===== src/hdl/rcw_pkg.sv =====
// Shared types and constants for the Reno congestion window block.
package rcw_pkg;

  localparam int unsigned WINDOW_BITS_DEF   = 16;
  localparam int unsigned MAX_ACKS_DEF      = 255;
  localparam int unsigned FIELD_BITS        = 16;
  localparam int unsigned ACK_BITS          = 8;
  localparam int unsigned MODE_BITS         = 2;
  localparam int unsigned ADDR_BITS         = 4;
  localparam int unsigned DATA_BITS         = 32;

  localparam logic [FIELD_BITS-1:0] LIMIT_RESET     = 16'd1024;
  localparam logic [FIELD_BITS-1:0] WIN_INIT_RESET  = 16'd10;
  localparam logic [FIELD_BITS-1:0] THRESH_RESET    = 16'd64;
  localparam int unsigned           MIN_THRESHOLD   = 2;
  localparam int unsigned           TIMEOUT_WINDOW  = 1;

  typedef enum logic [MODE_BITS-1:0] {
    MODE_NONE    = 2'd0,
    MODE_FAST    = 2'd1,
    MODE_TIMEOUT = 2'd2,
    MODE_SPARE   = 2'd3
  } loss_mode_t;

  typedef enum logic [1:0] {
    REG_WINDOW_LIMIT      = 2'd0,
    REG_WINDOW_INITIAL    = 2'd1,
    REG_THRESHOLD_INITIAL = 2'd2,
    REG_NONE              = 2'd3
  } reg_index_t;

  typedef enum logic [1:0] {
    ST_IDLE,
    ST_ACK,
    ST_LOSS,
    ST_DONE
  } state_t;

endpackage


===== src/hdl/reno_congestion_window_top.sv =====
// Packet-counting Reno congestion window: sequencer, ack/loss unit and APB registers.
//
// Usage:
//   Input channel (in_valid / in_stall) carries one ack event: acked_count
//   newly acknowledged packets and a loss mode (none, fast retransmit,
//   timeout; the spare code means no loss).
//   Output channel (out_valid / out_stall) returns the window and the
//   slow-start threshold after that event, one result per event.
//   Sequence: the transfer, then the acks applied one by one (capped at
//   MAX_ACKS_PER_EVENT), a check that finds the count spent, the loss step and
//   the output load; the next event is taken only after the result is loaded.
//   The single ack update unit does one ack per cycle, which sets the rate;
//   in_stall is high from the transfer until the result is loaded, and in reset.
//   If the output register still holds an untaken result, the finished
//   event waits in the done state until out_stall drops.
//   Reset (rst, synchronous) loads limit 1024, initial window 10, initial
//   threshold 64, window 10, threshold 64, accumulator 0, no result pending.
//   APB writes (idle only): window_initial also reloads the window and
//   clears the accumulator; threshold_initial also reloads the threshold.
module reno_congestion_window_top #(
  parameter int unsigned WINDOW_BITS        = rcw_pkg::WINDOW_BITS_DEF,
  parameter int unsigned MAX_ACKS_PER_EVENT = rcw_pkg::MAX_ACKS_DEF
) (
  input  logic                             clk,
  input  logic                             rst,
  // event input
  input  logic                             in_valid,
  output logic                             in_stall,
  input  logic [rcw_pkg::ACK_BITS-1:0]     acked_count,
  input  logic [rcw_pkg::MODE_BITS-1:0]    mode,
  // result output
  output logic                             out_valid,
  input  logic                             out_stall,
  output logic [rcw_pkg::FIELD_BITS-1:0]   window,
  output logic [rcw_pkg::FIELD_BITS-1:0]   threshold,
  // APB configuration
  input  logic                             psel,
  input  logic                             penable,
  input  logic                             pwrite,
  input  logic [rcw_pkg::ADDR_BITS-1:0]    paddr,
  input  logic [rcw_pkg::DATA_BITS-1:0]    pwdata,
  output logic [rcw_pkg::DATA_BITS-1:0]    prdata,
  output logic                             pready
);

  localparam int unsigned WB = WINDOW_BITS;
  localparam logic [32:0] WIN_MAX = (33'd1 << WB) - 33'd1;
  localparam int unsigned ACK_MAX_ALL = (1 << rcw_pkg::ACK_BITS) - 1;
  localparam logic [rcw_pkg::ACK_BITS-1:0] ACK_CAP =
    (MAX_ACKS_PER_EVENT > ACK_MAX_ALL) ? rcw_pkg::ACK_BITS'(ACK_MAX_ALL)
                                       : rcw_pkg::ACK_BITS'(MAX_ACKS_PER_EVENT);
  localparam logic [rcw_pkg::ACK_BITS-1:0] ACK_ONE = rcw_pkg::ACK_BITS'(1);
  localparam logic [WB-1:0] ONE_W     = WB'(1);
  localparam logic [WB-1:0] MIN_THR_W = WB'(rcw_pkg::MIN_THRESHOLD);
  localparam logic [WB-1:0] TO_WIN_W  = WB'(rcw_pkg::TIMEOUT_WINDOW);
  localparam logic [31:0]   WIN_INIT_X = {16'd0, rcw_pkg::WIN_INIT_RESET};
  localparam logic [31:0]   THRESH_X   = {16'd0, rcw_pkg::THRESH_RESET};

  // configuration registers
  logic [rcw_pkg::FIELD_BITS-1:0] window_limit;
  logic [rcw_pkg::FIELD_BITS-1:0] window_initial;
  logic [rcw_pkg::FIELD_BITS-1:0] threshold_initial;

  // congestion state
  logic [WB-1:0] cwnd, cwnd_next;
  logic [WB-1:0] ssthresh, ssthresh_next;
  logic [WB-1:0] acc, acc_next;

  // event held during processing
  logic [rcw_pkg::ACK_BITS-1:0] ack_left;
  rcw_pkg::loss_mode_t          loss_mode;

  rcw_pkg::state_t state, state_next;

  // control
  logic take_event, do_ack, do_loss, load_out;

  // APB decode
  rcw_pkg::reg_index_t reg_idx;
  logic                cfg_write;
  logic [31:0]         wdata_x;

  assign pready    = 1'b1;
  assign reg_idx   = rcw_pkg::reg_index_t'(paddr[3:2]);
  assign cfg_write = psel & penable & pwrite & pready;
  assign wdata_x   = {16'd0, pwdata[15:0]};

  always_comb begin
    case (reg_idx)
      rcw_pkg::REG_WINDOW_LIMIT:      prdata = {16'd0, window_limit};
      rcw_pkg::REG_WINDOW_INITIAL:    prdata = {16'd0, window_initial};
      rcw_pkg::REG_THRESHOLD_INITIAL: prdata = {16'd0, threshold_initial};
      default:                        prdata = '0;
    endcase
  end

  // effective limit: register value clamped to the largest value of the window width
  logic [31:0]   lim_x;
  logic [WB-1:0] eff_lim;
  assign lim_x   = {16'd0, window_limit};
  assign eff_lim = (lim_x <= WIN_MAX[31:0]) ? lim_x[WB-1:0] : '1;

  // shared update unit: one ack or one loss step per cycle
  logic [WB-1:0] ack_cwnd, acc_inc, half, loss_cwnd;
  always_comb begin
    ack_cwnd = cwnd;
    acc_next = acc;
    acc_inc  = acc + ONE_W;
    if (cwnd < ssthresh) begin
      ack_cwnd = cwnd + ONE_W;
    end else begin
      acc_next = acc_inc;
      if (acc_inc >= cwnd) begin
        acc_next = '0;
        if (cwnd < eff_lim) ack_cwnd = cwnd + ONE_W;
      end
    end
    if (ack_cwnd > eff_lim) ack_cwnd = eff_lim;

    half = cwnd >> 1;
    if (half < MIN_THR_W) half = MIN_THR_W;
    loss_cwnd = (loss_mode == rcw_pkg::MODE_FAST) ? half : TO_WIN_W;
    if (loss_cwnd > eff_lim) loss_cwnd = eff_lim;

    cwnd_next     = cwnd;
    ssthresh_next = ssthresh;
    if (do_ack) begin
      cwnd_next = ack_cwnd;
    end else if (do_loss) begin
      if (loss_mode == rcw_pkg::MODE_FAST || loss_mode == rcw_pkg::MODE_TIMEOUT) begin
        cwnd_next     = loss_cwnd;
        ssthresh_next = half;
        acc_next      = '0;
      end else begin
        acc_next = acc;
      end
    end else begin
      acc_next = acc;
    end
  end

  // sequencer: next state
  always_comb begin
    state_next = state;
    case (state)
      rcw_pkg::ST_IDLE: if (in_valid) state_next = rcw_pkg::ST_ACK;
      rcw_pkg::ST_ACK:  if (ack_left == '0) state_next = rcw_pkg::ST_LOSS;
      rcw_pkg::ST_LOSS: state_next = rcw_pkg::ST_DONE;
      rcw_pkg::ST_DONE: if (!out_valid || !out_stall) state_next = rcw_pkg::ST_IDLE;
      default:          state_next = rcw_pkg::ST_IDLE;
    endcase
  end

  // sequencer: outputs
  always_comb begin
    in_stall   = 1'b1;
    take_event = 1'b0;
    do_ack     = 1'b0;
    do_loss    = 1'b0;
    load_out   = 1'b0;
    case (state)
      rcw_pkg::ST_IDLE: begin
        // no transfer while reset is held
        in_stall   = rst;
        take_event = in_valid & !rst;
      end
      rcw_pkg::ST_ACK:  do_ack   = (ack_left != '0);
      rcw_pkg::ST_LOSS: do_loss  = 1'b1;
      rcw_pkg::ST_DONE: load_out = !out_valid || !out_stall;
      default: ;
    endcase
  end

  always_ff @(posedge clk) begin
    if (rst) begin
      state             <= rcw_pkg::ST_IDLE;
      window_limit      <= rcw_pkg::LIMIT_RESET;
      window_initial    <= rcw_pkg::WIN_INIT_RESET;
      threshold_initial <= rcw_pkg::THRESH_RESET;
      cwnd              <= WIN_INIT_X[WB-1:0];
      ssthresh          <= THRESH_X[WB-1:0];
      acc               <= '0;
      out_valid         <= 1'b0;
    end else begin
      state    <= state_next;
      cwnd     <= cwnd_next;
      ssthresh <= ssthresh_next;
      acc      <= acc_next;
      // the user must send config writes only while idle; the block does not enforce it
      if (cfg_write) begin
        case (reg_idx)
          rcw_pkg::REG_WINDOW_LIMIT: window_limit <= pwdata[15:0];
          rcw_pkg::REG_WINDOW_INITIAL: begin
            window_initial <= pwdata[15:0];
            cwnd           <= wdata_x[WB-1:0];
            acc            <= '0;
          end
          rcw_pkg::REG_THRESHOLD_INITIAL: begin
            threshold_initial <= pwdata[15:0];
            ssthresh          <= wdata_x[WB-1:0];
          end
          default: ;
        endcase
      end
      if (load_out)            out_valid <= 1'b1;
      else if (!out_stall)     out_valid <= 1'b0;
    end
  end

  // event and result payload
  logic [31:0] cwnd_x, ssthresh_x;
  assign cwnd_x     = 32'(cwnd);
  assign ssthresh_x = 32'(ssthresh);

  always_ff @(posedge clk) begin
    if (take_event) begin
      ack_left  <= (acked_count > ACK_CAP) ? ACK_CAP : acked_count;
      loss_mode <= rcw_pkg::loss_mode_t'(mode);
    end else if (do_ack) begin
      ack_left <= ack_left - ACK_ONE;
    end
    if (load_out) begin
      window    <= cwnd_x[15:0];
      threshold <= ssthresh_x[15:0];
    end
  end

endmodule

===== config.mk =====
export PLATFORM = sky130hd
export DESIGN_NAME = reno_congestion_window_top
export DESIGN_NICKNAME = d
export VERILOG_FILES = /design/src/hdl/rcw_pkg.sv /design/src/hdl/reno_congestion_window_top.sv
export SDC_FILE = /design/constraint.sdc
export NUM_CORES = 1
export LEC_CHECK = 0
export BUFFER_PORTS_ARGS = -buffer_cell sky130_fd_sc_hd__buf_2
export CAP_MARGIN = 30
export CORE_ASPECT_RATIO = 1.25
export CORE_MARGIN = 2
export CORE_UTILIZATION = 40
export CTS_CLUSTER_SIZE = 20
export DETAILED_ROUTE_END_ITERATION = 16
export HOLD_SLACK_MARGIN = 0.12
export PLACE_DENSITY = 0.59
export SYNTH_ARGS = -nofsm -noshare
export SYNTH_HDL_FRONTEND = slang
export SYNTH_SLANG_ARGS = --single-unit

===== constraint.sdc =====
create_clock -name clk -period 5.32 [get_ports clk]
set_clock_uncertainty 0.1 [all_clocks]
set_input_delay 1.064 -clock clk [delete_from_list [all_inputs] [get_ports clk]]
set_output_delay 1.064 -clock clk [all_outputs]
set_load 0.005 [all_outputs]

==> results of run 1 <==
## synthesized netlist by cell type, drive strengths merged (4+ instances only)
cell,count
nand2b,12
edfxtp,42
mux2i,22
a2111oi,5
nor4,14
nand3b,11
a31oi,11
nand2,188
clkbuf,50
and3,6
o211ai,4
nor3b,4
a22oi,5
xnor2,18
buf,29
or3,10
a21o,9
o21a,7
and2,19
nor2,65
or4,6
o31a,5
dfxtp,99
nor3,25
nand3,25
a211oi,6
ha,86
nand4,23
nor2b,8
or2,6
o311ai,5
inv,58
o311a,6
o21ai,66
a21oi,103
a311oi,12
xor2,12
## layout make-up
cell class / count / share of cell area (%)
timing repair buffer: 200 / 11.7
clock inverter: 11 / 1.33
sequential: 141 / 27.8
tap: 288 / 3.09
multi-input combinational: 850 / 50.2
clock buffer: 21 / 3.96
inverter: 59 / 1.90
## cells in the final DEF, fill, tap and decap left out, drive strengths merged, types with 9 or more instances in the layout
cell type,count
buf,200
nand2,188
a21oi,103
dfxtp,99
ha,86
o21ai,66
nor2,65
inv,62
edfxtp,42
nor3,25
nand3,25
nand4,23
mux2i,22
clkbuf,21
and2,19
xnor2,18
conb,17
nor4,14
nand2b,12
a311oi,12
xor2,12
nand3b,11
a31oi,11
or3,10
a21o,9
## cells by family (layout without fill, tap and decap cells)
family	Yosys count	count (layout)
adder cells (fa/ha/maj)	86	86
XOR/XNOR	30	30
other	2	17
flip-flops	141	141
buffers and inverters	139	291
AO/OA/AOI/OAI	266	266
AND/OR/NAND/NOR	427	427
multiplexers	24	24
## path summary, 6_finish.rpt
kind,from,to,slack [ns],depth (start not counted)
hold / removal,ssthresh[11],threshold[11],0.34,0
setup / recovery,acc[1],cwnd[7],-0.23,24
hold reg to reg,ssthresh[11],threshold[11],0.34,0
setup reg to reg,acc[1],cwnd[7],-0.23,24
## sequential cells by signal (all words and copies together) (netlist names)
name,flops
acc,16
threshold,16
loss_mode,2
state,2
cwnd,16
threshold_initial,16
window_limit,16
out_valid,1
ack_left,8
window_initial,16
window,16
ssthresh,16
## stage by stage
step / setup WS (ns) / cell area, um^2 / hold slack (ns) / std cells / TNS (ns)
after floorplan: 0.00763 / 9360 / 0.308 / 1130 / 0
after global placement: -0.338 / 10500 / 0.313 / 1527 / -2.34
after detailed placement: -0.368 / 10500 / 0.318 / 1529 / -2.91
after CTS: -0.0707 / 11300 / 0.334 / 1566 / -0.208
after global routing: -0.479 / 11700 / 0.350 / 1570 / -5.72
final: -0.231 / 11700 / 0.335 / 1570 / -1.62
## worst reg2reg max path, cell delays in order, from the launching register on
cell and delay, ns:
dfxtp_4 0.36, and3_4 0.19, and3_4 0.20, and4_4 0.21
and3_4 0.23, nand3_4 0.11, xnor2_4 0.23, ha_4 0.23
nand4_1 0.10, nor2_1 0.07, a2111o_1 0.46, a32oi_4 0.38
buf_6 0.21, nor2_2 0.06, xnor2_1 0.15, ha_1 0.31
nand4_1 0.17, nor4_4 0.32, a21boi_4 0.24, o31ai_4 0.09
buf_12 0.15, buf_8 0.12, buf_4 0.14, o311a_1 0.30
a311oi_2 0.31
## timing repair
action / 4_1_cts / 5_1_grt
endpoints found under the setup margin: 16 / 16
setup buffers: 5 / 5
pin swaps: 14 / 30
gates resized for setup: 36 / 54
## power by group through the flow
stage | sequential [W] | combinational (W) | clock [W]
finish | 0.00138 | 0.00270 | 0.00126
global route | 0.00139 | 0.00295 | 0.00133
CTS | 0.00137 | 0.00246 | 0.00128
detailed placement | 0.00140 | 0.00225 | 0
global placement | 0.00139 | 0.00221 | 0
floorplan | 0.00141 | 0.00148 | 0
## metal layers
layer	GRT usage, %	up-vias	share of wire, %
met2	42.2	348	50
met3	3.99	84	5.6
met5	0	-	0
met4	14.4	0	5.6
li1	-	4254	-
met1	29.2	4127	39
==> impl_metrics.csv, run 1 <==
group,metric,value,unit
pwr,finalPower,0.00534,W
sta,slew_viol_final,0,
sta,rsz0062_at_grt,"yes",
pwr,leakagePower,4.69,nW
sta,hold_viol,0,
critical_path,crit_family,"compound AO/OA/AOI/OAI gates",
job,cap_violations,0,
cells_and_area,drive_gt1_share,24.9,%
global_routing,antenna_found_initial,0,
yosys,synth_cell_types,74,
detailed_routing,detail-route-antenna-nets,0,
critical_path,crit_type,"register to register",
critical_path,path_buf_inv,4,
yosys,synth_top_family_by_area,"simple AND/OR/NAND/NOR gates",
cells_and_area,multi_input_area,5850,um^2
sta,max_freq,0.180,GHz
pwr,ir_worst_vdd,0.000281,V
placement,place_congestion,0.949,
pwr,power.share.switching,40.0,%
yosys,muxShareOfSynthArea,2.63,%
yosys,synth-compound-area-share,18.1,%
critical_path,crit_path_max_incr_delay,0.46,ns
yosys,synth_area_leaders,"dfxtp_1 21%, edfxtp_1 14%, ha_1 12%, nand2_1 7.6%, a21oi_1 5.6%",
sta,min_period,5.55,ns
pwr,clkPwrFrac,23.6,%
yosys,ys_seq_area_share,35.1,%
detailed_routing,vias,8813,
detailed_routing,first_pass_iters,5,
detailed_routing,routedWlPerCell,19.3,um
sta,worstMarginPinSlew,0.945,ns
global_routing,grt_pass1_vias,8370,
pwr,power.switching,0.00214,W
cells_and_area,seqCellArea,3250,um^2
cts,cts_root_buffer,"clkbuf_16",
global_routing,grt_pass1_wl,46500,um
global_routing,grt.total_usage,24.7,%
cts,cts_tree,"built",
placement,detailed_place_hpwl,22400,um
critical_path,cp-start-kind,"register",
global_routing,grt-ovfl-total,0,
yosys,syn_inst,1115,
pwr,pwr-share-seq,25.8,%
cts,insertion_delay,0.44,ns
cells_and_area,nets,1408,
pwr,cellPowerDensity,458,nW/um^2
yosys,synthArstFlopShare,0,%
global_routing,grt_max_degree,60,
die,design.die.area,24300,um^2
detailed_routing,wl,30300,um
worst_hold_path,min_path_type,"register to register",
critical_path,critical_path.slowest_cell,"a2111o_1",
sta,setup_violations,14,
critical_path,critPathMaxFanout,8,
cts,cts_hold_buf,0,
yosys,ys.flop_type,"dfxtp_1",
critical_path,critPathArrivalTime,5.78,ns
die,core,22800,um^2
cts,htree_levels,4,
yosys,netlist.area_leader.share,21.5,%
cells_and_area,fill_cells,2195,
cts,clk_pin_slew,0.06,ns
sta,slew_headroom,36.7,%
pwr,pwr-share-comb,50.6,%
die,die_h,174,um
yosys,synth_xor_area_share,2.84,%
pwr,power.internal,0.00320,W
detailed_routing,routed_via_density,5.61,
cells_and_area,finish.utilization,51.2,%
cts,cts.sinks,141,
yosys,syn_area_per_cell,8.28,um^2
yosys,syn-cell-area,9240,um^2
sta,finalWorstSetupSlack,-0.231,ns
yosys,yosys.area_share.simple,22.0,%
cts,cts_made_buffers,17,
sta,fin_crit_sh,104,%
yosys,synth-edff-count,42,
cts,clockBufferDepth,2,
critical_path,crit_top_cell,"and3_4",
critical_path,crit_required,5.55,ns
cells_and_area,antenna_cells,0,
critical_path,cp-end-kind,"register",
run_status,status,"finished, violations left",
yosys,synth_area_leader_cell,"dfxtp_1",
yosys,synth-seq-cells,141,
placement,io_buffers,84,
yosys,ys.warnings.count,0,
die,row_count,62,
detailed_routing,drt_iter0_drc,727,
die,io_pins,120,
yosys,yosys.area_share.adder,11.6,%
run_status,violations,"negative setup slack",
detailed_routing,drc,0,
cells_and_area,syn_to_final_growth,26.3,%
die,die_x,140,um
critical_path,path_cells,"and3_4, and3_4, and4_4, and3_4, nand3_4, xnor2_4, ha_4, nand4_1, nor2_1, a2111o_1, a32oi_4, buf_6, nor2_2, xnor2_1, ha_1, nand4_1, nor4_4, a21boi_4, o31ai_4, buf_12, buf_8, buf_4, o311a_1, a311oi_2",
die,start_util,40.5,%
Power figures use the tool's default switching activity.
==> run 2: changes to the inputs <==
Settings changed: CTS_BUF_LIST set to sky130_fd_sc_hd__clkbuf_4.
==> run 2 against run 1 <==
The flow still finishes with violations (negative setup slack). Critical endpoint unchanged. Core utilization down 1.6 points. Hold slack gained 0.014 ns. Final cell count grew 0.32%. Sequential power hardly changed. Largest cell class unchanged. Die area unchanged. Critical path type unchanged. Power is 9.1% lower. Register-to-register slack improved by 0.07 ns.
==> impl_metrics.csv, run 2 (synthesis results as in run 1) <==
group,metric,value,unit
run_status,status,"finished, violations left",
run_status,violations,"negative setup slack",
pwr,cellPowerDensity,430,nW/um^2
cells_and_area,nets,1412,
global_routing,grt.total_usage,24.6,%
cells_and_area,final_common_cell,"nand2_1",
cts,cts.sinks,141,
die,core,22800,um^2
pwr,finalPower,0.00486,W
critical_path,crit_required,5.72,ns
cts,cts_tree,"built",
cts,cts_root_buffer,"clkbuf_4",
critical_path,crit_start,"acc[0]",
critical_path,crit_type,"register to register",
placement,dp_slack,-0.368,ns
placement,detailed_place_hpwl,22400,um
critical_path,crit_path_end,"cwnd[7]",
die,die_h,174,um
detailed_routing,wl,29900,um
sta,finalWorstSetupSlack,-0.156,ns
cts,insertion_delay,0.61,ns
detailed_routing,drt_iter0_drc,786,
cts,cts_made_buffers,17,
pwr,leakagePower,4.58,nW
die,io_pins,120,
global_routing,grt-ovfl-total,0,
detailed_routing,drc,0,
detailed_routing,routed_via_density,5.57,
global_routing,grt_pass1_vias,8309,
sta,slew_viol_final,0,
critical_path,ff2ff_path_depth,25,
sta,fin_crit_sh,103,%
detailed_routing,vias,8773,
critical_path,cp-end-kind,"register",
cts,cts_hold_buf,0,
die,start_util,40.5,%
die,die_x,140,um
cells_and_area,fill_cells,2242,
job,cap_violations,0,
placement,place_congestion,0.949,
critical_path,r2r_end,"cwnd[7]",
global_routing,grt_pass1_wl,46200,um
global_routing,grt_max_degree,60,
global_routing,antenna_found_initial,1,
die,row_count,62,
sta,min_period,5.48,ns
sta,setup_violations,13,
critical_path,rrSetupSlack,-0.16,ns
sta,slew_headroom,36.0,%
cts,clockBufferDepth,2,
critical_path,regToRegStartpoint,"acc[0]",
worst_hold_path,min_path_type,"register to register",
cells_and_area,final_cell_mix,"185 x nand2_1, 109 x buf_4, 100 x a21oi_1, 97 x dfxtp_1, 84 x buf_2",
sta,worstMarginPinSlew,0.955,ns
sta,rsz0062_at_grt,"yes",
pwr,ir_worst_vdd,0.000234,V
sta,hold_viol,0,
die,design.die.area,24300,um^2
critical_path,cp-start-kind,"register",
cells_and_area,drive_gt1_share,23.9,%
critical_path,critPathArrivalTime,5.88,ns
critical_path,critPathMaxFanout,8,
placement,io_buffers,84,
cts,htree_levels,4,
detailed_routing,first_pass_iters,5,
sta,hold_slack,0.350,ns
detailed_routing,detail-route-antenna-nets,0,
cells_and_area,syn_to_final_growth,22.3,%
cts,clk_pin_slew,0.13,ns
detailed_routing,routedWlPerCell,19.0,um
sta,max_freq,0.183,GHz
run 2: cell count changes in the layout (fill, tap and decap cells not counted), sizes merged:
cell	delta
buf	+4
bufinv	+1
clkbuf	-1
diode	+1
run 2: layout make-up:
cell class	count	area [um^2]	area share (%)
clock buffers	20	150	1.33
clock inverters	12	185	1.64
flip-flops and latches	141	3250	28.8
repair buffers	204	1390	12.3
diodes	1	2.50	0.0222
multi-input cells	850	5740	50.8
inverters	59	221	1.96
well taps	288	360	3.19
run 2: how the worst min path moves through the flow:
stage / start / end / cells past startpoint
detailed placement: ssthresh[13] / threshold[13] / 0
global route: ssthresh[4] / threshold[4] / 0
finish: ssthresh[11] / threshold[11] / 0
CTS: ssthresh[11] / threshold[11] / 0
global placement: ssthresh[13] / threshold[13] / 0
floorplan: ssthresh[10] / threshold[10] / 0
run 2: per-stage QoR:
step | instances | util [%] | cell area, um^2 | TNS, ns
5_1_grt | 1575 | 49.5 | 11300 | -4.02
3_3_place_gp | 1527 | 45.9 | 10500 | -2.34
2_1_floorplan | 1130 | - | 9360 | 0
3_5_place_dp | 1529 | 46.1 | 10500 | -2.91
4_1_cts | 1567 | 48.6 | 11100 | -0.173
6_report | 1575 | 49.5 | 11300 | -0.727
run 2: critical path, cell delays in order (launching register included):
cell      delay [ns]
dfxtp_2         0.38
and3_4          0.19
and3_4          0.20
and4_4          0.21
and3_4          0.22
nand3_4         0.09
xnor2_2         0.16
ha_1            0.31
nand4_1         0.13
nor2_1          0.06
a2111o_1        0.42
a32oi_4         0.38
buf_6           0.20
nor2_1          0.06
xnor2_1         0.13
ha_1            0.31
nand4_1         0.18
buf_4           0.13
nor2_1          0.03
a221o_1         0.36
o31ai_4         0.22
buf_12          0.17
buf_8           0.11
and2_4          0.18
a31oi_1         0.10
a311oi_2        0.33
run 2: metal layers:
layer	GRT usage, %	vias to the layer above	wire length (um)
li1	-	4262	-
met1	29.2	4120	11900
met4	16.2	0	1800
met5	0	-	0
met2	41.2	305	14700
met3	3.77	86	1530
run 2: power by group:
group	switching (W)	internal (W)	total (W)
registers	0.0000944	0.00128	0.00137
logic	0.00152	0.00113	0.00265
clock network	0.000436	0.000394	0.000831
total	0.00206	0.00280	0.00486
run 2: what timing repair did:
action | in CTS | in global routing
pin swaps | 14 | 15
gates resized for setup | 39 | 30
setup buffers | 6 | 7
endpoints found under the setup margin | 16 | 16
==> run 3: changes to the inputs <==
Settings changed: CORE_UTILIZATION 40 to 55, PLACE_DENSITY 0.59 to 0.78.
==> run 3 against run 2 <==
The run still ends with negative setup slack left. Non-clock buffer count rose by 13. Count of clock-buffer cells in the layout fell by 1. Final area rose by 0.17%. Register-to-register slack got worse by 0.21 ns. Maximum frequency fell by 3.7%. Routed wire length rose by 0.90%. Power rose by 4.4%. Clock power fell by 6.3%. Combinational power rose by 9.8%. Final cell count fell by 3.5%. Flip-flop and latch count did not move. Die area fell by 27%. Critical path type unchanged.
==> impl_metrics.csv, run 3 (synthesis results as in run 1) <==
group,metric,value,unit
run_status,status,"finished, violations left",
critical_path,cp-start-kind,"register",
global_routing,grt-ovfl-total,0,
sta,slew_viol_final,0,
die,die_x,120,um
pwr,pwr-share-comb,57.4,%
cells_and_area,multi_input_area,5720,um^2
sta,rsz0062_at_grt,"yes",
detailed_routing,routed_via_density,6.11,
critical_path,critical_path.slowest_cell,"or4_4",
critical_path,crit_path_max_incr_delay,0.51,ns
detailed_routing,drc,0,
detailed_routing,wl,30200,um
die,core,16600,um^2
cts,clk_pin_slew,0.13,ns
detailed_routing,first_pass_iters,8,
critical_path,critPathMaxFanout,8,
die,io_pins,120,
pwr,pwr-share-seq,27.3,%
pwr,power.internal,0.00292,W
pwr,finalPower,0.00507,W
critical_path,crit_top_cell,"and3_4",
pwr,power.switching,0.00215,W
critical_path,cp-end-kind,"register",
pwr,cellPowerDensity,448,nW/um^2
detailed_routing,vias,9280,
cells_and_area,fill_cells,1349,
sta,max_freq,0.176,GHz
cts,cts_root_buffer,"clkbuf_4",
cts,cts_hold_buf,0,
die,row_count,53,
cts,cts_tree,"built",
global_routing,antenna_found_initial,1,
pwr,leakagePower,4.63,nW
critical_path,crit_type,"register to register",
sta,setup_violations,16,
pwr,clkPwrFrac,15.4,%
global_routing,grt_pass1_wl,47000,um
run_status,violations,"negative setup slack",
cells_and_area,nets,1425,
cells_and_area,seqCellArea,3250,um^2
pwr,ir_worst_vdd,0.000257,V
cts,clockBufferDepth,2,
cells_and_area,final_cell_mix,"187 x nand2_1, 114 x buf_4, 98 x a21oi_1, 96 x dfxtp_1, 85 x buf_2",
cells_and_area,final_common_cell,"nand2_1",
worst_hold_path,min_path_type,"register to register",
die,start_util,55.5,%
cts,htree_levels,4,
die,die_h,149,um
sta,fin_crit_sh,107,%
cells_and_area,drive_gt1_share,25.1,%
die,design.die.area,17900,um^2
placement,dp_slack,-0.459,ns
cts,cts.sinks,141,
placement,place_congestion,1.06,
pwr,power.share.switching,42.4,%
cells_and_area,syn_to_final_growth,22.5,%
detailed_routing,drt_iter0_drc,931,
job,cap_violations,0,
global_routing,grt.total_usage,34.0,%
detailed_routing,routedWlPerCell,19.8,um
global_routing,grt_max_degree,70,
placement,detailed_place_hpwl,21300,um
critical_path,critPathArrivalTime,6.11,ns
detailed_routing,detail-route-antenna-nets,0,
critical_path,crit_required,5.74,ns
sta,min_period,5.69,ns
sta,slew_headroom,47.6,%
global_routing,grt_pass1_vias,8814,
sta,worstMarginPinSlew,0.786,ns
cts,cts_made_buffers,17,
sta,finalWorstSetupSlack,-0.368,ns
placement,io_buffers,84,
sta,hold_viol,0,
cts,insertion_delay,0.59,ns
-- run 3: worst max-delay path: cells and delay by family (launching register included) --
kind                       cells  cell delay (ns)
and+or+nand+nor               10             1.82
adders and majority gates      2             0.57
xor gates and xnor gates       2             0.37
DFF                            1             0.36
buffers and inverters          4             0.61
AOI/OAI and AO/OA              8             1.81
-- run 3: area by class of cell --
cell class | instances | share of cell area [%]
Tap cell | 220 | 2.43
Inverter | 59 | 1.96
Clock inverter | 13 | 1.44
Sequential cell | 141 | 28.7
Multi-Input combinational cell | 850 | 50.6
Clock buffer | 19 | 1.26
Timing Repair Buffer | 217 | 13.6
Antenna cell | 1 | 0.0221
-- run 3: per-layer routing --
layer	global-route usage [%]	vias to the layer above	wire, um
li1	-	4295	-
met1	39.5	4331	11200
met2	56.5	500	14300
met3	7.07	154	2410
met4	22.3	0	2300
met5	0	-	0
-- run 3: final timing paths --
kind                                   from           end  slack (ns)  depth (start not counted)
worst max-delay path                 acc[0]      cwnd[14]       -0.37                         26
worst min-delay path            ssthresh[4]  threshold[4]        0.34                          0
worst max register to register       acc[0]      cwnd[14]       -0.37                         26
worst min register to register  ssthresh[4]  threshold[4]        0.34                          0
-- run 3: power by group through the flow --
stage	logic [W]	clock network [W]	registers, W
floorplan	0.00148	0	0.00141
global route	0.00309	0.000832	0.00139
detailed placement	0.00220	0	0.00140
finish	0.00291	0.000779	0.00138
global placement	0.00215	0	0.00140
CTS	0.00271	0.000783	0.00138
-- run 3: repair_timing --
action,4_1_cts,5_1_grt
setup buffers,13,5
gates cloned,3,0
pin swaps,24,9
gates resized for setup,59,22
hold endpoints to repair,0,0
setup endpoints to repair,16,16
-- run 3: per-stage QoR --
step	utilization [%]	instances	instance area [um^2]	hold WS, ns	TNS [ns]
6_report	68.0	1520	11300	0.338	-4.31
4_1_cts	67.1	1514	11200	0.335	-1.51
2_1_floorplan	-	1130	9360	0.308	0
5_1_grt	68.0	1520	11300	0.349	-8.13
3_3_place_gp	62.7	1465	10400	0.312	-3.09
3_5_place_dp	62.8	1466	10500	0.314	-4.81
